## config.mk

```make
export PLATFORM = sky130hd
export DESIGN_NAME = wid_post
export DESIGN_NICKNAME = d
export VERILOG_FILES = /design/src/rtl/core/wid_pkg.sv /design/src/rtl/core/wid_post.sv
export SDC_FILE = /design/constraint.sdc
export NUM_CORES = 1
export LEC_CHECK = 0
export BUFFER_PORTS_ARGS = -buffer_cell sky130_fd_sc_hd__buf_4
export CAP_MARGIN = 20
export CORE_AREA = 2 2 252 254
export CTS_BUF_LIST = sky130_fd_sc_hd__clkbuf_8 sky130_fd_sc_hd__clkbuf_16
export CTS_CLUSTER_SIZE = 20
export DETAILED_ROUTE_END_ITERATION = 8
export DIE_AREA = 0 0 254 256
export PLACE_DENSITY = 0.56
export SLEW_MARGIN = 40
export SYNTH_ARGS = -nofsm -noshare
export SYNTH_HDL_FRONTEND = slang
export SYNTH_SLANG_ARGS = --single-unit
```

## constraint.sdc

```tcl
create_clock -name clk -period 1 [get_ports clk]
set_input_delay 0.15 -clock clk [delete_from_list [all_inputs] [get_ports clk]]
set_output_delay 0.15 -clock clk [all_outputs]
set_load 0.05 [all_outputs]
```

## src/rtl/core/wid_pkg.sv

```systemverilog
`timescale 1ns / 1ps
// ----------------------------------------------------------------------------
// wid_pkg
// Shared widths, stage records and helpers for the wide integer divider.
// ----------------------------------------------------------------------------
package wid_pkg;

	localparam int HALF_WIDTH = 64;
	localparam int DW         = 2 * HALF_WIDTH;
	localparam int AW         = 2 * DW;
	localparam int STEPS      = DW;

	typedef struct packed {
		logic          valid;
		logic [AW-1:0] acc;
		logic [DW-1:0] dvs;
		logic          q_neg;
		logic          r_neg;
	} stage_t;

	typedef struct packed {
		logic          valid;
		logic [DW-1:0] quo;
		logic [DW-1:0] rem;
	} res_t;

	function automatic logic [DW-1:0] neg_w(input logic [DW-1:0] x);
		return ~x + {{(DW-1){1'b0}}, 1'b1};
	endfunction

endpackage

```

## src/rtl/core/wid_post.sv

```systemverilog
`timescale 1ns / 1ps
// ----------------------------------------------------------------------------
// wid_post
// Result stage: split quotient and remainder and apply the sign rules.
// ----------------------------------------------------------------------------
module wid_post
	import wid_pkg::*;
(
	input  logic   clk,
	input  logic   arst_n,
	input  logic   en,
	input  stage_t stg_in,
	output res_t   res_s129
);

	logic [DW-1:0] quo;
	logic [DW-1:0] rem;
	res_t          nxt;

	always_comb begin
		quo       = stg_in.acc[DW-1:0];
		rem       = stg_in.acc[AW-1:DW];
		nxt.valid = stg_in.valid;
		nxt.quo   = stg_in.q_neg ? neg_w(quo) : quo;
		nxt.rem   = stg_in.r_neg ? neg_w(rem) : rem;
	end

	always_ff @(posedge clk or negedge arst_n) begin
		if (!arst_n) begin
			res_s129.valid <= 1'b0;
		end else if (en) begin
			res_s129 <= nxt;
		end
	end

endmodule

```

# After elaboration in Yosys (flattened, before gate mapping)
# Index checks and enable logic that the tools add are counted.
[totals]
input_bits = 390
register_bits = 257
out_inout_bits = 257
[classes]
muxes = 2
n_addsub = 2
reduce_logical = 1
bitwise_logic = 2
[op_table]
columns = ["operator", "count"]
rows = [
  ["adder 128 x 1 -> 128 bit (second input constant)", 2],
  ["two-way mux 128 bit", 2],
  ["NOT 128 bit", 2],
  ["AND reduction 2 bit", 1],
]

# Longest topological paths before layout
[depth]
ltp_word = 3
ltp_mapped = 8
ltp_nobuf = 8

# Least setup slack after synthesis
# Ideal clock, no wire load.
[synth_timing]
kind = "input -> register"
startpoint = "input en"
endpoint = "register res_s129[0] (netlist bit), enable pin"
setup_ps = 648
arrival_time_ps = 5936
path_stages = 1
n_path_buf = 0
path_slack_ps = -5584
path_cell_list = "and2_1"
[synth_between]
elab_chain_len = 1
[synth_lines]
columns = ["element", "line_no", "source"]
rows = [
  ["start: declaration", "wid_post.sv:11", "input logic en,"],
  ["AND reduction 2 bit (no line)", "-", ""],
  ["end signal: assignment", "wid_post.sv:32", "res_s129 <= nxt;"],
  ["end: declaration", "wid_post.sv:13", "output res_t res_s129"],
]
# Every way passes these cells.
# A chain may end at the register's enable or synchronous reset.

==> flow_summary.json <==
{
  "reg_top3": "res_s129 x257",
  "holdCritPathClass": "primary input to register",
  "critPathTopFamily": "simple AND/OR/NAND/NOR gates",
  "r2r_start": "res_s129[256]$_DFFE_PN0P_",
  "fin_area_sq_um": 33200,
  "root_buffer": "clkbuf_16",
  "cts_made_buffers": 34,
  "synth_edf_count": 256,
  "post-route-period-util_pct": 211,
  "grt_pass1_wl_mm": 114,
  "worst_ep_arrival_time_ps": 2390,
  "setup_tns_ps": -221180,
  "fp.dieArea_sq_um": 65000,
  "critPathKind": "primary input to register",
  "synth_area_per_cell_sq_um": 11.1,
  "tritoncts": "done",
  "cts.clk_slew.worst_paths_ps": 50,
  "antenna_found_initial": 4,
  "drive_above_1_share_pct": 67.0,
  "placed_area_sq_um": 25400,
  "ir_drop_mv": 0.794,
  "slowest_delay_ps": 580,
  "crit_path_frequent_cell": "buf_6",
  "ys_types": 48,
  "r2r_end": "res_s129[256]$_DFFE_PN0P_",
  "final_antenna_net_count": 0,
  "num_vias": 16966,
  "yosys-top-cells-area": "edfxtp_1 53%, xnor2_1 15%, nand2_1 3.9%",
  "synth_top_area_share_pct": 52.7,
  "die_x_um": 254,
  "drt_iter0_markers": 828,
  "critPathSlowestCell": "or4_4",
  "critPathLaunch": "stg_in[325]",
  "area_growth_pct": 128,
  "place_ws_ps": -1780,
  "start_util_pct": 23.4,
  "fill_cells": 5237,
  "cts_buffer_depth": 3,
  "slew_violations": 0,
  "finalWeightedCongestion": 0.943,
  "rows": 92,
  "outcome": "finished with violations",
  "path_depth": 10,
  "relSlewSlack_pct": 66.7,
  "hpwl_mm": 61.4,
  "port_buffers": 518,
  "ys_seq_area_share_pct": 52.8,
  "boundaryPins": 647,
  "post-route-min-period_ps": 2110,
  "syn_nets": 1711,
  "ys_warn_count": 0,
  "syn_inst": 1319,
  "wl_per_cell_um": 22.4,
  "grt.total_usage_pct": 23.4,
  "die_height_um": 256,
  "rsz0062_at_grt": "yes",
  "power.total_mw": 37.3,
  "nets": 3063,
  "crit_chain": "buf_6 -> or4_4 -> or4_4 -> buf_6 -> nor3_4 -> nand3_2 -> buf_6 -> clkbuf_16 -> o21ai_2 -> xnor2_1",
  "clk_latency_ps": 530,
  "p_per_area_nw_per_um2": 1120,
  "synth_top_area_cell": "edfxtp_1",
  "tightest_slew_ps": 500,
  "grt_remaining_overflow": 0,
  "fin_skew_ps": 0,
  "rrSetupSlack_ps": 240,
  "finalHoldViolations": 0,
  "end_kind": "register",
  "first_global_vias": 17901,
  "cp_max_fo": 5,
  "ys.flop_type": "edfxtp_1",
  "finalWirelength_mm": 79.4,
  "post-place-cells": 3270,
  "largest_reg_flops": 257,
  "core_sq_um": 62400,
  "clock_sinks": 257,
  "ff2ff_path_depth": 1,
  "drc": 0,
  "cts_max_level": 2,
  "ys_async_sr_fraction_pct": 0.389,
  "fmax_mhz": 473,
  "regMostFlops": "res_s129",
  "grt_max_degree": 36,
  "setup_ws_ps": -1110,
  "max_cap_viol_count": 0,
  "start_kind": "primary input",
  "syn_area_sq_um": 14600,
  "p_leak_nw": 13.4,
  "setup_viol": 492,
  "cp.required_ps": 1280,
  "first_pass_iters": 7,
  "violations": "negative setup slack",
  "post_drt_via_cell_ratio": 4.79,
  "crit_end": "res_s129[91]$_DFFE_PP_",
  "ys_seq_elements": 257,
  "crit_buf_inv": 4,
  "layout.cells.non_filler": 3543
}
placed cells by master (no fill, tap or decap), types with 38 or more instances in the layout:
master,netlist,routed
edfxtp_1,256,256
dlygate4sd3_1,0,74
xnor2_1,247,197
nand2_1,152,86
nor2_1,63,52
xnor2_2,0,47
buf_4,0,805
o41ai_4,0,40
o31ai_4,0,47
nand4_1,39,39
clkbuf_16,0,38
nor3_1,77,41
buf_6,1,420
o21ai_2,0,39
cell families (layout without fill, tap and decap cells):
kind of cell               Yosys count  count (layout)  synth area share, %
and+or+nand+nor                    568             569                 21.1
DFF                                257             257                 52.8
xor gates and xnor gates           252             252                 15.1
AOI/OAI and AO/OA                  195             195                 9.46
buffers and inverters               44            1418                 1.19
adders and majority gates            2               2                0.171
muxes                                1               1               0.0772
other                                0               3                    0
how the worst min path moves through the flow:
stage                           endpoint        start  slack (ps)  depth (start not counted)
2_1_floorplan  res_s129[256]$_DFFE_PN0P_       arst_n        -150                          0
3_3_place_gp   res_s129[256]$_DFFE_PN0P_       arst_n         -70                          1
3_5_place_dp   res_s129[256]$_DFFE_PN0P_       arst_n         -70                          1
4_1_cts          res_s129[234]$_DFFE_PP_  stg_in[236]           1                          3
5_1_grt          res_s129[255]$_DFFE_PP_  stg_in[256]           8                          3
6_report         res_s129[132]$_DFFE_PP_  stg_in[134]          30                          3
synthesized netlist by cell type, types with 19 or more instances:
cell type  instances
nand2b_1          19
nand3_1           43
xnor2_1          247
o41ai_1           41
nand4_1           39
nor2_1            63
edfxtp_1         256
o21ai_0           69
or3_1             34
nor4_1            47
clkbuf_1          25
or4_1             22
nand2_1          152
nor3_1            77
o31ai_1           55
timing repair:
| item | CTS | global route |
|---|---|---|
| endpoints found under the setup margin | 491 | 495 |
| hold endpoints to repair | 72 | 0 |
| setup buffers | 85 | 76 |
| cloned | 0 | 2 |
| hold buffers | 74 | 0 |
| resized for setup | 820 | 192 |
| pin swaps | 217 | 153 |
final cells by class:
cell class | instances | area [sq um] | share of cell area (%)
repair buffers | 1346 | 12400 | 37.2
flip-flops and latches | 257 | 7710 | 23.2
well taps | 846 | 1060 | 3.19
clock buffers | 37 | 926 | 2.79
clock inverters | 22 | 173 | 0.520
inverters | 13 | 53.8 | 0.162
multi-input cells | 1019 | 10900 | 32.9
diodes | 3 | 7.51 | 0.0226
per-layer routing:
layer	global-route usage [%]	vias to the layer above	wire length, um
met4	10.4	0	3940
met3	5.43	184	5480
met2	42.6	728	40800
li1	-	7789	-
met1	25.6	8265	29200
met5	0	-	0
per-stage QoR:
step,hold WS [ps],util (%)
detailed placement,-66.9,40.7
floorplan,-146,-
global placement,-69.1,40.7
finish,31.4,53.2
global route,8.23,53.2
CTS,1.12,50.9
power breakdown:
group	leakage (nW)	internal [mW]	switching, mW	total [mW]
Clock	0.568	7.38	4.79	12.2
Sequential	2.41	13.0	0.531	13.5
Combinational	10.4	5.09	6.52	11.6
(Power assumes the default switching activity.)
