## config.mk

```make
export PLATFORM = sky130hd
export DESIGN_NAME = wid_prep
export DESIGN_NICKNAME = d
export VERILOG_FILES = /design/src/rtl/core/wid_pkg.sv /design/src/rtl/core/wid_prep.sv
export SDC_FILE = /design/constraint.sdc
export NUM_CORES = 1
export LEC_CHECK = 0
export BUFFER_PORTS_ARGS = -buffer_cell sky130_fd_sc_hd__buf_2
export CAP_MARGIN = 20
export CORE_AREA = 4 4 249 251
export DETAILED_ROUTE_END_ITERATION = 6
export DIE_AREA = 0 0 253 255
export PLACE_DENSITY = 0.54
export SLEW_MARGIN = 20
export SYNTH_ARGS = -nofsm -noshare
export SYNTH_HDL_FRONTEND = slang
export SYNTH_SLANG_ARGS = --single-unit
```

## constraint.sdc

```tcl
create_clock -name clk -period 0.8 [get_ports clk]
set_input_delay 0.04 -clock clk [delete_from_list [all_inputs] [get_ports clk]]
set_output_delay 0.04 -clock clk [all_outputs]
set_load 0.1 [all_outputs]
```

## src/rtl/core/wid_pkg.sv

```systemverilog
`timescale 1ns / 1ps
// ----------------------------------------------------------------------------
// wid_pkg
// Shared widths, stage records and helpers for the wide integer divider.
// ----------------------------------------------------------------------------
package wid_pkg;

	localparam int HALF_WIDTH = 64;
	localparam int DW         = 2 * HALF_WIDTH;
	localparam int AW         = 2 * DW;
	localparam int STEPS      = DW;

	typedef struct packed {
		logic          valid;
		logic [AW-1:0] acc;
		logic [DW-1:0] dvs;
		logic          q_neg;
		logic          r_neg;
	} stage_t;

	typedef struct packed {
		logic          valid;
		logic [DW-1:0] quo;
		logic [DW-1:0] rem;
	} res_t;

	function automatic logic [DW-1:0] neg_w(input logic [DW-1:0] x);
		return ~x + {{(DW-1){1'b0}}, 1'b1};
	endfunction

endpackage

```

## src/rtl/core/wid_prep.sv

```systemverilog
`timescale 1ns / 1ps
// ----------------------------------------------------------------------------
// wid_prep
// Operand entry stage: take magnitudes in signed mode and record the signs.
// ----------------------------------------------------------------------------
module wid_prep
	import wid_pkg::*;
(
	input  logic                  clk,
	input  logic                  arst_n,
	input  logic                  en,
	input  logic                  req_valid,
	input  logic [HALF_WIDTH-1:0] dividend_high,
	input  logic [HALF_WIDTH-1:0] dividend_low,
	input  logic [HALF_WIDTH-1:0] divisor_high,
	input  logic [HALF_WIDTH-1:0] divisor_low,
	input  logic                  signed_mode,
	output stage_t                stg_s0
);

	logic [DW-1:0] num;
	logic [DW-1:0] dvs;
	logic          n_neg;
	logic          d_neg;
	stage_t        nxt;

	always_comb begin
		num       = {dividend_high, dividend_low};
		dvs       = {divisor_high, divisor_low};
		n_neg     = signed_mode & num[DW-1];
		d_neg     = signed_mode & dvs[DW-1];
		nxt.valid = req_valid;
		nxt.acc   = {{DW{1'b0}}, (n_neg ? neg_w(num) : num)};
		nxt.dvs   = d_neg ? neg_w(dvs) : dvs;
		nxt.q_neg = n_neg ^ d_neg;
		nxt.r_neg = n_neg;
	end

	always_ff @(posedge clk or negedge arst_n) begin
		if (!arst_n) begin
			stg_s0.valid <= 1'b0;
		end else if (en) begin
			stg_s0 <= nxt;
		end
	end

endmodule

```

# Word-level counts from Yosys, hierarchy flattened
# Index checks and enable logic that the tools add are counted.
# totals
elab_cells	15
output_inout_bits	387
register_bits	259
# op_classes
n_bitwise	5
add_sub_neg	2
reduce_logical	1
n_mux	2
# op_table
operator	count
128-bit by 1-bit adder with 128-bit output, second input constant	2
128-bit two-way mux	2
128-bit inverter	2
1-bit AND	2
2-bit AND reduction	1
1-bit bitwise XOR	1

# Depth between registers and ports, before layout
# depth
word_depth	3
depth_mapped	9

# Worst setup path before layout
# Ideal clock, no wire load.
# synth_timing
path_type	input to register
startpoint	input en
endpoint	register stg_s0[0] (netlist bit), enable pin
slack_ns	-5.721
setup_ns	0.650
path_stages	1
arrival_time_ns	5.870
cell_sequence	and2_1
# synth_via
elab_chain_len	1
# synth_rtl
element	line_no	source
start, declared	wid_prep.sv:11	input logic en,
2-bit AND reduction (no line)	-	
end signal, assigned	wid_prep.sv:43	stg_s0 <= nxt;
end, declared	wid_prep.sv:18	output stage_t stg_s0
# No other way between the ends.
# A chain may end at the register's enable or synchronous reset.

==> key figures <==
Logic synthesis
  • Compound-Gate Fraction of Synth Area: 7.929%
  • Async SR Flop Fraction: 0.3861%
  • Multiplexer share of the synthesized area: 0.07129%
  • Largest family of logic cells by synthesized area: simple AND/OR/NAND/NOR gates
  • Simple-gate share of the synthesized area: 21.15%
  • Post-synthesis sequential area ratio: 49.21%
  • Adder-cell area share of the yosys netlist: 0.1584%
  • Post-synth EDFFs: 258
  • Ys flop type: edfxtp_1
  • Cell area after synthesis: 0.01580 mm2
  • Distinct cells, synth: 53
  • Post-Synth XOR/XNOR Area: 13.92%
  • Syn Area/Cell: 10.45 um2
  • Synthesized flop and latch total: 259
  • Synthesized instance count: 1511
  • Synth warn: 0

Clock tree
  • TritonCTS Buffers: 30
  • CTS sink cnt: 259
  • Reg clk slew, reported paths: 0.06 ns
  • Worst-Skew Late Latency: 0.58 ns
  • Root Driver: clkbuf_16
  • Clock Tree Buf Depth: 3
  • H-Tree Depth: 1
  • CTS tree: built

Timing
  • Fin Clk Skew: 0 ns
  • FMAX: 0.4819 GHz
  • Slew at the pin with the worst max-slew slack: 0.5180 ns
  • RSZ-0062 raised after global routing: yes
  • Setup violators final: 510
  • Rel. slew slack: 65.47%
  • Slack of the critical path: -1.275 ns
  • Tmin final: 2.075 ns
  • Worst Hold Slack: -0.01811 ns
  • TNS Setup: -309.01 ns
  • Fin. max-slew vios: 0
  • Period Utilization, post-route: 259.4%
  • Final Hold Fails: 3

Finish
  • Design area: 0.03662 mm2
  • Biggest register: stg_s0
  • Top Registers: stg_s0 (259)
  • Fill cells: 4652
  • Highest-count cells in the layout ignoring fill and taps: buf_4 (607), buf_12 (295), edfxtp_1 (258), dlygate4sd3_1 (248), buf_2 (212)
  • Area delta synth->final: 131.9%
  • Largest register FFs: 259
  • Commonest non-fill, non-tap cell in the layout: buf_4
  • Finished Layout Cells: 3828
  • Share of cells above drive strength 1: 58.27%
  • Nets@finish: 3282

Detailed routing
  • Drt wl/cell: 23.74 um
  • Detail Route Antenna Nets: 0
  • Routed WL: 90890 um
  • Drt first pass iters: 6
  • Routed vias: 19.12k
  • Number of remaining DRC errors: 0
  • Via density: 4.995
  • Initial DRC count: 1210

Power
  • PwrDens: 1490 mW/mm2
  • Total power draw: 54.57 mW
  • VDD IR max: 0.002009 V
  • Leak pwr: 15.05 nW

Setup path
  • Worst Setup EP: stg_s0[112]
  • CP arrival: 2.40 ns
  • Max FO, Critical Path: 6
  • CP startpoint kind: primary input
  • CP cell instances: buf_6 > or3_4 > or4_4 > or3_4 > or4_4 > o41ai_4 > xnor2_1
  • Critical path data required time: 1.13 ns
  • Crit end category: flip-flop
  • Crit path kind: primary input to flip-flop
  • Crit path max-delay family: simple AND/OR/NAND/NOR gates
  • Reg2reg end: stg_s0[386]
  • Reg2reg setup slack: 0.05 ns
  • CP max-delay cell: or4_4
  • Worst path buffer plus inverter count: 1
  • Critical path depth in cells: 7
  • Crit. Startpoint: divisor_low[48]
  • FF-to-FF Start: stg_s0[386]
  • CP max stage delay: 0.65 ns
  • FF-to-FF path depth: 1

Floorplan
  • Row count: 90
  • Initial Util: 26.37%
  • Top Ports: 648
  • Area of the core: 0.05991 mm2
  • Die Ht: 255 um
  • Die width: 253 um
  • DIE AREA: 0.06452 mm2

Global route
  • Global-route wire length before repair: 128000 um
  • Largest net degree at the start of global routing: 32
  • Total track usage: 26.33%
  • Congestion Overflow GR: 0
  • Initial antenna violation count: 15
  • Vias in the first global route: 20.13k

Placement
  • Placed cell area: 0.02903 mm2
  • DP Wirelength: 68490 um
  • Placed cells: 3401
  • Gpl congestion: 0.9650
  • Port Buffers: 519

Hold path
  • Hold Crit Class: primary input to flip-flop

Job
  • MaxCap Viol Count: 0

Outcome
  • Status: complete, but fails checks
  • Failing checks: hold timing, setup timing
worst min-delay path by stage:
stage                   start           to  slack [ns]  depth (start not counted)
6_report       divisor_low[8]   stg_s0[13]       -0.02                          4
4_1_cts        divisor_low[1]    stg_s0[3]       -0.19                          3
2_1_floorplan          arst_n  stg_s0[386]       -0.26                          0
3_3_place_gp           arst_n  stg_s0[386]       -0.09                          2
3_5_place_dp           arst_n  stg_s0[386]       -0.08                          2
5_1_grt        divisor_low[1]    stg_s0[5]       -0.03                          4
power by group:
group / switching, mW / internal [mW] / total [mW] / leakage [nW]
Clock: 5.73 / 8.28 / 14.0 / 0.475
Combinational: 14.9 / 8.21 / 23.1 / 12.1
Sequential: 1.03 / 16.4 / 17.4 / 2.43
Total: 21.7 / 32.9 / 54.6 / 15.1
final cells by class:
type | count | area, um2 | share of cell area (%)
repair buffers | 1522 | 15890 | 43.40
multi-input cells | 1195 | 10910 | 29.80
flip-flops and latches | 259 | 7772 | 21.22
well taps | 782 | 978.4 | 2.672
clock buffers | 38 | 802.0 | 2.190
clock inverters | 16 | 170.2 | 0.4647
inverters | 11 | 80.08 | 0.2187
diodes | 5 | 12.51 | 0.03417
metal layers:
layer / GRT usage (%) / part of all wire [%]
met4: 11.51 / 5.1
met5: 0 / 0.16
met2: 46.82 / 50
met1: 30.36 / 37
met3: 6.229 / 8.0
synthesized netlist by cell type, drive strengths merged (12+ instances only):
cell type  count  area (um2)
edfxtp       258        7747
xor2         156        1366
nor2         142       533.0
buf          136        1001
xnor2         95       832.1
nor4          91       581.8
nor3          87       435.4
a21oi         73       365.4
nand2         64       240.2
or4           49       384.1
or3           41       267.8
nand3         40       200.2
clkbuf        37       148.9
o21ai         35       175.2
a31oi         34       212.7
o31ai         32       240.2
nand4         25       156.4
or2           15       93.84
a41oi         14       122.6
o41ai         12       120.1
cell families after synthesis:
logic type,Yosys count
xor gates and xnor gates,251
and+or+nand+nor,611
muxes,1
other,1
DFF,259
adders and majority gates,2
buffers and inverters,184
AOI/OAI and AO/OA,202
per-stage QoR:
step | setup WS (ns) | utilization, % | hold slack, ns
after detailed placement | -1.984 | 48.46 | -0.08004
after global routing | -1.291 | 61.12 | -0.03457
after global placement | -1.986 | 48.46 | -0.08511
after floorplan | -1.644 | - | -0.2556
after CTS | -1.226 | 58.79 | -0.1913
final | -1.275 | 61.13 | -0.01811
repair_timing:
item / CTS / global route
setup buffers: 89 / 56
endpoints found under the setup margin: 503 / 510
resized for setup: 440 / 211
endpoints found under the hold margin: 245 / 7
pin swaps: 192 / 133
hold buffers: 246 / 5
cloned: 0 / 2
Note: power is estimated with default switching activity, not from simulation.
