`config.mk`:
```
export PLATFORM = sky130hd
export DESIGN_NAME = wid_step
export DESIGN_NICKNAME = d
export VERILOG_FILES = /design/src/rtl/core/wid_pkg.sv /design/src/rtl/core/wid_step.sv
export SDC_FILE = /design/constraint.sdc
export NUM_CORES = 1
export LEC_CHECK = 0
export ABC_AREA = 0
export ABC_CLOCK_PERIOD_IN_PS = 900
export CELL_PAD_IN_SITES_DETAIL_PLACEMENT = 1
export CELL_PAD_IN_SITES_GLOBAL_PLACEMENT = 1
export CORE_AREA = 2 2 299 301
export DETAILED_ROUTE_END_ITERATION = 16
export DIE_AREA = 0 0 301 303
export DONT_BUFFER_PORTS = 1
export GPL_TIMING_DRIVEN = 0
export PLACE_DENSITY = 0.49
export SETUP_SLACK_MARGIN = 0.3
export SLEW_MARGIN = 20
export SYNTH_ARGS = -nofsm -noshare
export SYNTH_HDL_FRONTEND = slang
export SYNTH_SLANG_ARGS = --single-unit
```
`constraint.sdc`:
```
create_clock -name clk -period 0.9 [get_ports clk]
set_input_delay 0.045 -clock clk [delete_from_list [all_inputs] [get_ports clk]]
set_output_delay 0.045 -clock clk [all_outputs]
set_load 0.05 [all_outputs]
```
`src/rtl/core/wid_pkg.sv`:
```
`timescale 1ns / 1ps
// ----------------------------------------------------------------------------
// wid_pkg
// Shared widths, stage records and helpers for the wide integer divider.
// ----------------------------------------------------------------------------
package wid_pkg;

	localparam int HALF_WIDTH = 64;
	localparam int DW         = 2 * HALF_WIDTH;
	localparam int AW         = 2 * DW;
	localparam int STEPS      = DW;

	typedef struct packed {
		logic          valid;
		logic [AW-1:0] acc;
		logic [DW-1:0] dvs;
		logic          q_neg;
		logic          r_neg;
	} stage_t;

	typedef struct packed {
		logic          valid;
		logic [DW-1:0] quo;
		logic [DW-1:0] rem;
	} res_t;

	function automatic logic [DW-1:0] neg_w(input logic [DW-1:0] x);
		return ~x + {{(DW-1){1'b0}}, 1'b1};
	endfunction

endpackage

```
`src/rtl/core/wid_step.sv`:
```
`timescale 1ns / 1ps
// ----------------------------------------------------------------------------
// wid_step
// One restoring step: shift in a dividend bit, trial subtract, set quotient bit.
// ----------------------------------------------------------------------------
module wid_step
	import wid_pkg::*;
(
	input  logic   clk,
	input  logic   arst_n,
	input  logic   en,
	input  stage_t stg_in,
	output stage_t stg_out
);

	logic [AW-1:0] sh;
	logic [DW:0]   diff;
	stage_t        nxt;

	always_comb begin
		sh   = {stg_in.acc[AW-2:0], 1'b0};
		diff = {1'b0, sh[AW-1:DW]} - {1'b0, stg_in.dvs};
		nxt  = stg_in;
		if (!diff[DW]) begin
			nxt.acc = {diff[DW-1:0], sh[DW-1:1], 1'b1};
		end else begin
			nxt.acc = sh;
		end
	end

	always_ff @(posedge clk or negedge arst_n) begin
		if (!arst_n) begin
			stg_out.valid <= 1'b0;
		end else if (en) begin
			stg_out <= nxt;
		end
	end

endmodule

```
### After elaboration in Yosys (flattened, before gate mapping)

Index checks and enable logic that the tools add are counted.

* add/sub/neg operators: 1
* mux-type cells: 1
* reduce and logical (&&, ||, !) cells: 1

Operators by type and width (number)
* 2-to-1 mux 256 bit: 1
* subtractor 128 x 128 -> 129 bit: 1
* AND reduction 2 bit: 1

* flip-flop bits (word level): 387
* output and inout port bits: 387
* logic and storage cells: 8

### Depth between registers and ports, before layout

Gate-level depths: netlist of run 1.

* depth after elaboration: 2
* gate-level depth with buffers: 19
* depth with buffers taken out: 16

### Worst setup path before layout of run 1

No wires, ideal clock.

* path type: input to register
* from: input en
* to: register stg_out[0] (netlist name) (enable)
* arrival: 8.728 ns
* setup slack: -8.625 ns
* cell stages on the path: 1
* buffers on the path: 0
* cell sequence: and2_1

* word-level cells in the longest chain between the ends: 1

RTL lines
* from (decl): line wid_step.sv:11 `input logic en,`
* AND reduction 2 bit (no source line)
* to (signal assigned): line wid_step.sv:35 `stg_out <= nxt;`
* to (decl): line wid_step.sv:13 `output stage_t stg_out`

No other way between the ends.
A chain may end at the register's enable or synchronous reset.

==> reports/qor.csv, run 1 <==
metric,value,unit
crit_family,compound AO/OA/AOI/OAI gates,
final_nets,3236,
syn_inst,2178,
slew_headroom,36.6,%
seq_power_share,44.2,%
grt_pass1_wl,150000,um
path_buf_inv,5,
rrSetupSlack,-0.02,ns
ant_nets,0,
via_per_inst,5.01,
holdWs,-0.456,ns
routed_wl,107000,um
fin_crit_sh,360,%
rows,109,
hp-start,stg_in[3],
crit_path_max_fanout,3,
rr_worst_depth,1,
routed-via-count,19600,
p_per_area,1840,mW/mm^2
globalplace.congestion,0.856,
start_kind,input pin,
crit_slowest_cell,a2111oi_4,
whs_endpoint,stg_out[3],
yosys.cell_types.count,77,
avgSynthCellArea,10.2,um^2
die_h,303,um
required,1.38,ns
first_global_vias,21000,
nFillCells,9515,
ys_warn_count,0,
busiest_layer,met2,
use_met1,26.5,%
drc,0,
start_util,25.3,%
slowest_delay,0.36,ns
min_period,3.24,ns
wl_per_cell,27.4,um
p_clk_share,29.1,%
grt_max_degree,58,
r2r-start,stg_out[386],
synth_ff_type,edfxtp_1,
cts_sinks,387,
dp_hpwl,77500,um
ys_seq_area_share,52.1,%
ys_ff_latch,387,
fin_setup_tns,-424.27,ns
largest_reg_flops,387,
rsz0062_at_grt,true,
intPower,0.0390,W
top_register,stg_out,
dr.pass1.iters,4,
skew,0,ns
clockBufferDepth,3,
hold_depth,0,
dp.cells,3350,
cts_tree,yes,
cts_root_buffer,clkbuf_16,
switching_share,37.0,%
multi_input_area,0.0120,mm^2
portBuffers,0,
syn_area,0.0223,mm^2
finalHoldViolations,22,
met3_usage,5.38,%
slew_violations,0,
syn2layout_area_growth,51.0,%
htreeDepth,2,
fin_util,38.3,%
path_clk_slew,0.06,ns
synth.net_count,2697,
drtIter0Drc,1021,
setup.worst_path.class,in -> reg,
p_leak,13.0,nW
crit_path_cell_trace,"inv_8, ha_4, buf_6, nand4_4, or2_4, buf_4, buf_4, a21oi_1, or3_4, o2111ai_4, buf_12, a2111oi_4, o2111a_2, o21ai_4, a31o_4, a211o_1, a211o_1, nand3_2",
grtUsageMet2,40.7,%
critPathArrivalTime,3.72,ns
finalNonFillerCells,3918,
synth-async-reset-ratio,0.258,%
violations,"negative hold slack, negative setup slack",
worstReg2RegEnd,stg_out[386],
maxCapViolations,0,
hp-class,in -> reg,
die_area,0.0912,mm^2
drive_gt1_share,25.2,%
critPathCaptureType,flip-flop,
clk_latency,0.59,ns
ir_worst_vdd,1.37,mV
reg_top3,stg_out x387,
finalSetupViolCount,517,
track_usage,22.4,%
synth_edf_count,386,
pre_cts_slack,-3.97,ns
max_freq,0.308,GHz
regArea,0.0116,mm^2
core-area,0.0880,mm^2
cts_buffers,44,
p_sw,0.0230,W
worst_pin_slew,0.941,ns
status,"finished, violations left",
overflow,0,
grt_antenna_before_repair,9,
die_w,301,um
comb_power_share,26.7,%
ios,777,
worst_slack,-2.34,ns
-- synthesized netlist by cell type, types with 10 or more instances --
master / count / area (um^2)
edfxtp_1: 386 / 11600
nand2_1: 260 / 976
o21ai_0: 215 / 1080
a21oi_1: 202 / 1010
inv_1: 178 / 668
ha_1: 128 / 1600
nor2_1: 111 / 417
nand4_1: 80 / 500
a21o_1: 79 / 593
clkbuf_1: 69 / 259
xnor2_1: 67 / 587
xor2_1: 52 / 455
o21bai_1: 49 / 368
nor3_1: 26 / 130
o21a_1: 26 / 195
buf_2: 23 / 115
nand3_1: 21 / 105
nand2b_1: 16 / 100
a21boi_0: 13 / 97.6
a211oi_1: 12 / 90.1
o21ai_1: 11 / 55.1
o31ai_1: 11 / 82.6
nor2b_1: 10 / 62.6
or3_1: 10 / 62.6
-- cell usage in the layout, fill, tap and decap left out, types with 28 or more instances in the layout --
cell type / Yosys / final
dlygate4sd3_1: 0 / 367
ha_1: 128 / 112
a21o_1: 79 / 79
buf_16: 0 / 28
edfxtp_1: 386 / 386
o21bai_1: 49 / 48
o21ai_0: 215 / 78
xnor2_1: 67 / 67
nand2_1: 260 / 124
nand4_1: 80 / 80
o21ai_2: 1 / 102
nor2_1: 111 / 101
xor2_1: 52 / 50
a21oi_1: 202 / 162
clkbuf_1: 69 / 30
inv_1: 178 / 169
nand2_4: 0 / 99
buf_4: 9 / 79
nand2_2: 0 / 37
clkbuf_16: 0 / 47
-- power groups by stage --
stage	clock network, W	logic [W]	registers, W
2_1_floorplan	0	0.00707	0.0274
3_3_place_gp	0	0.0101	0.0279
3_5_place_dp	0	0.0103	0.0277
4_1_cts	0.0185	0.0152	0.0274
5_1_grt	0.0191	0.0178	0.0275
6_report	0.0181	0.0166	0.0274
-- area by class of cell --
cell class | instances | area share (%)
Timing Repair Buffer | 495 | 16.6
Tap cell | 1165 | 4.33
Buffer | 102 | 2.68
Sequential cell | 387 | 34.5
Clock buffer | 52 | 3.36
Multi-Input combinational cell | 1507 | 35.6
Clock inverter | 27 | 0.825
Antenna cell | 3 | 0.0223
Inverter | 180 | 2.15
-- routing by layer --
| metal | share of wire (%) | vias to the layer above | wire length [um] |
|---|---|---|---|
| met4 | 2.4 | 6 | 2630 |
| met2 | 52 | 624 | 55300 |
| li1 | - | 9064 | - |
| met5 | 0.032 | - | 34 |
| met3 | 6.1 | 131 | 6550 |
| met1 | 40 | 9813 | 42800 |
-- worst max-delay path by stage --
stage               startpoint            to  slack, ns  depth (start not counted)
floorplan               arst_n    stg_out[0]      -2.27                          1
global placement     stg_in[4]  stg_out[359]      -3.95                         14
detailed placement   stg_in[4]  stg_out[359]      -3.97                         14
CTS                 stg_in[24]  stg_out[385]      -2.46                         15
global route        stg_in[23]  stg_out[385]      -2.37                         16
finish              stg_in[23]  stg_out[385]      -2.34                         18
-- kinds of logic (layout without fill, tap and decap cells) --
family | count (synthesis) | count (layout) | share of synthesized area (%)
compound gates | 684 | 684 | 18.8
xor+xnor | 119 | 119 | 4.68
flops | 387 | 387 | 52.1
simple gates | 573 | 573 | 12.0
other cells | 0 | 3 | 0
mux | 2 | 2 | 0.101
fa+ha+maj | 129 | 129 | 7.27
buf+inv | 284 | 856 | 5.14
-- metrics by stage --
step	power, W	cell area, um^2
after detailed placement	0.0380	24200
final	0.0620	33700
after global placement	0.0380	24000
after floorplan	0.0344	22500
after CTS	0.0611	32200
after global routing	0.0644	33700
-- repair_timing --
item	CTS	global route
cloned	26	2
hold buffers	344	24
endpoints found under the hold margin	387	46
resized for setup	491	257
setup buffers	69	23
pin swaps	71	73
endpoints found under the setup margin	844	699
No activity file was read; power rests on OpenSTA's default activity.
==> run 2: changes to the inputs <==
--- a/config.mk
+++ b/config.mk
@@ -6,7 +6,7 @@
 export NUM_CORES = 1
 export LEC_CHECK = 0
 export ABC_AREA = 0
-export ABC_CLOCK_PERIOD_IN_PS = 900
+export ABC_CLOCK_PERIOD_IN_PS = 3300
 export CELL_PAD_IN_SITES_DETAIL_PLACEMENT = 1
 export CELL_PAD_IN_SITES_GLOBAL_PLACEMENT = 1
 export CORE_AREA = 2 2 299 301
==> constraint.sdc (replaced) <==
create_clock -name clk -period 3.3 [get_ports clk]
set_input_delay 0.165 -clock clk [delete_from_list [all_inputs] [get_ports clk]]
set_output_delay 0.165 -clock clk [all_outputs]
set_load 0.05 [all_outputs]
==> run 2 against run 1 <==
The run ends with negative hold slack left. Combinational power decreased by 72%. Highest routed layer unchanged. Power down 72%. Register-to-register slack better by 1.7 ns. Clock skew stayed put. Sequential cell count unchanged. Largest cell class unchanged. Die area is the same. Cell count rose by 0.71%. Wire length grew 0.19%. Critical endpoint unchanged.
==> reports/qor.csv, run 2 (synthesis gave the netlist of run 1 again) <==
metric,value,unit,change
status,"finished, violations left",,
violations,negative hold slack,,
die_h,303,um,unchanged
drive_gt1_share,26.3,%,+1.1 points
skew,0,ns,unchanged
rr_worst_depth,2,,+1
ios,777,,unchanged
final_common_cell,dlygate4sd3_1,,
rows,109,,unchanged
min_period,3.29,ns,
slowest_delay,0.49,ns,+0.13 ns
fin_area,0.0342,mm^2,+1.5%
dp.cells,3350,,unchanged
grt_max_degree,67,,+16%
crit_family,compound AO/OA/AOI/OAI gates,,
ant_nets,0,,unchanged
path_clk_slew,0.06,ns,about the same
p_per_area,500,mW/mm^2,-73%
required,3.77,ns,+2.39 ns
first_global_vias,21300,,+1.5%
p_leak,13.2,nW,+1.1%
grtUsageMet2,40.7,%,-0.060 points
drtIter0Drc,1066,,+4.4%
routed_wl,108000,um,+0.19%
maxCapViolations,0,,unchanged
ir_worst_vdd,0.382,mV,-72%
globalplace.congestion,0.866,,+1.2%
worst_pin_slew,0.936,ns,-0.00483 ns
final_nets,3263,,+0.83%
r2r-start,stg_out[386],,
hp-start,stg_in[2],,
worstReg2RegEnd,stg_out[386],,
fin_crit_sh,99.8,%,
cts_buffers,45,,+2.3%
start_kind,input pin,,
setup.worst_path.class,in -> reg,,
dp_hpwl,77800,um,+0.43%
core-area,0.0880,mm^2,unchanged
finalNonFillerCells,3946,,+0.71%
crit_end,stg_out[385],,
grt_antenna_before_repair,5,,-4
placed_area,0.0241,mm^2,-0.12%
top_register,stg_out,,
track_usage,22.3,%,-0.067 points
cts_sinks,387,,unchanged
path_buf_inv,3,,-2
holdWs,-0.326,ns,+0.131 ns
crit_path_cell_trace,"inv_8, ha_4, buf_6, nand4_4, or2_4, or4_4, o21ai_4, o2111ai_4, a2111oi_4, buf_4, o2111a_2, o21ai_4, a31o_4, a211o_1, a211o_1, nand3_2",,
portBuffers,0,,unchanged
reg_top3,stg_out x387,,
crit_cells,16,,-2
max_freq,0.304,GHz,
clockBufferDepth,3,,unchanged
finalHoldViolations,2,,-91%
use_met1,26.5,%,about the same
wl_per_cell,27.3,um,-0.52%
syn2layout_area_growth,53.2,%,
drc,0,,unchanged
slew_violations,0,,unchanged
routed-via-count,19700,,+0.55%
hp-class,in -> reg,,
htreeDepth,2,,unchanged
overflow,0,,unchanged
startpoint,stg_in[24],,
critPathArrivalTime,3.76,ns,+0.04 ns
die_w,301,um,unchanged
rrSetupSlack,1.71,ns,+1.73 ns
slew_headroom,36.9,%,+0.33 points
grt_pass1_wl,150000,um,about the same
largest_reg_flops,387,,unchanged
via_per_inst,5.00,,-0.16%
rsz0062_at_grt,true,,
crit_slowest_cell,or4_4,,
start_util,25.3,%,unchanged
die_area,0.0912,mm^2,unchanged
finalSetupViolCount,0,,-100%
clk_latency,0.59,ns,about the same
met3_usage,5.26,%,-0.11 points
layout_common_cells,"dlygate4sd3_1 (390), edfxtp_1 (386), inv_1 (165)",,
critPathCaptureType,flip-flop,,
cts_tree,yes,,
dr.pass1.iters,5,,+1
cts_root_buffer,clkbuf_16,,
crit_path_max_fanout,3,,unchanged
busiest_layer,met2,,
[run 2: cell count changes in the layout (fill, tap and decap cells not counted), moves of 7 or more]
cell,delta
dlygate4sd3_1,+23
clkbuf_1,-11
bufbuf_16,-7
nand2_4,+10
buf_4,+7
buf_6,+9
[run 2: power breakdown]
| group | internal (W) | switching [W] | total [W] |
|---|---|---|---|
| logic | 0.00207 | 0.00260 | 0.00466 |
| clock network | 0.00277 | 0.00218 | 0.00495 |
| registers | 0.00594 | 0.00152 | 0.00747 |
[run 2: how the worst min path moves through the flow]
stage          cells after the start            to  slack, ns
6_report                           0    stg_out[2]      -0.33
5_1_grt                            0    stg_out[2]      -0.37
4_1_cts                            0    stg_out[2]      -0.37
3_5_place_dp                       0  stg_out[386]      -0.13
3_3_place_gp                       0  stg_out[386]      -0.13
2_1_floorplan                      0  stg_out[386]      -0.13
[run 2: area by class of cell]
class / count / area (um^2)
antenna: 4 / 10.0
buffer: 103 / 990
clock buffer: 51 / 1150
clock inverter: 29 / 272
fill: 9488 / 53800
inverter: 180 / 748
multi-input combinational: 1507 / 12200
sequential: 387 / 11600
tap: 1165 / 1460
timing repair buffer: 520 / 5680
[run 2: metrics by stage]
step | setup TNS (ns) | power, W | setup WS, ns | utilization, %
after floorplan | 0 | 0.00938 | 0.00995 | -
after global placement | -575.01 | 0.0104 | -1.74 | 27.2
after detailed placement | -196.46 | 0.0104 | -1.76 | 27.4
after CTS | -0.217 | 0.0167 | -0.0873 | 36.8
after global routing | -0.0201 | 0.0178 | -0.00631 | 38.8
final | 0 | 0.0171 | 0.00812 | 38.8
[run 2: per-layer routing]
layer / vias to the layer above / wire length, um
li1: 9094 / -
met1: 9939 / 43300
met2: 610 / 55600
met3: 101 / 6500
met4: 2 / 2110
met5: - / 13
[run 2: timing repair]
action	4_1_cts	5_1_grt
cloned	19	3
resized for setup	475	379
setup buffers	62	39
pin swaps	68	81
hold endpoints to repair	405	4
hold buffers	388	2
endpoints found under the setup margin	129	129
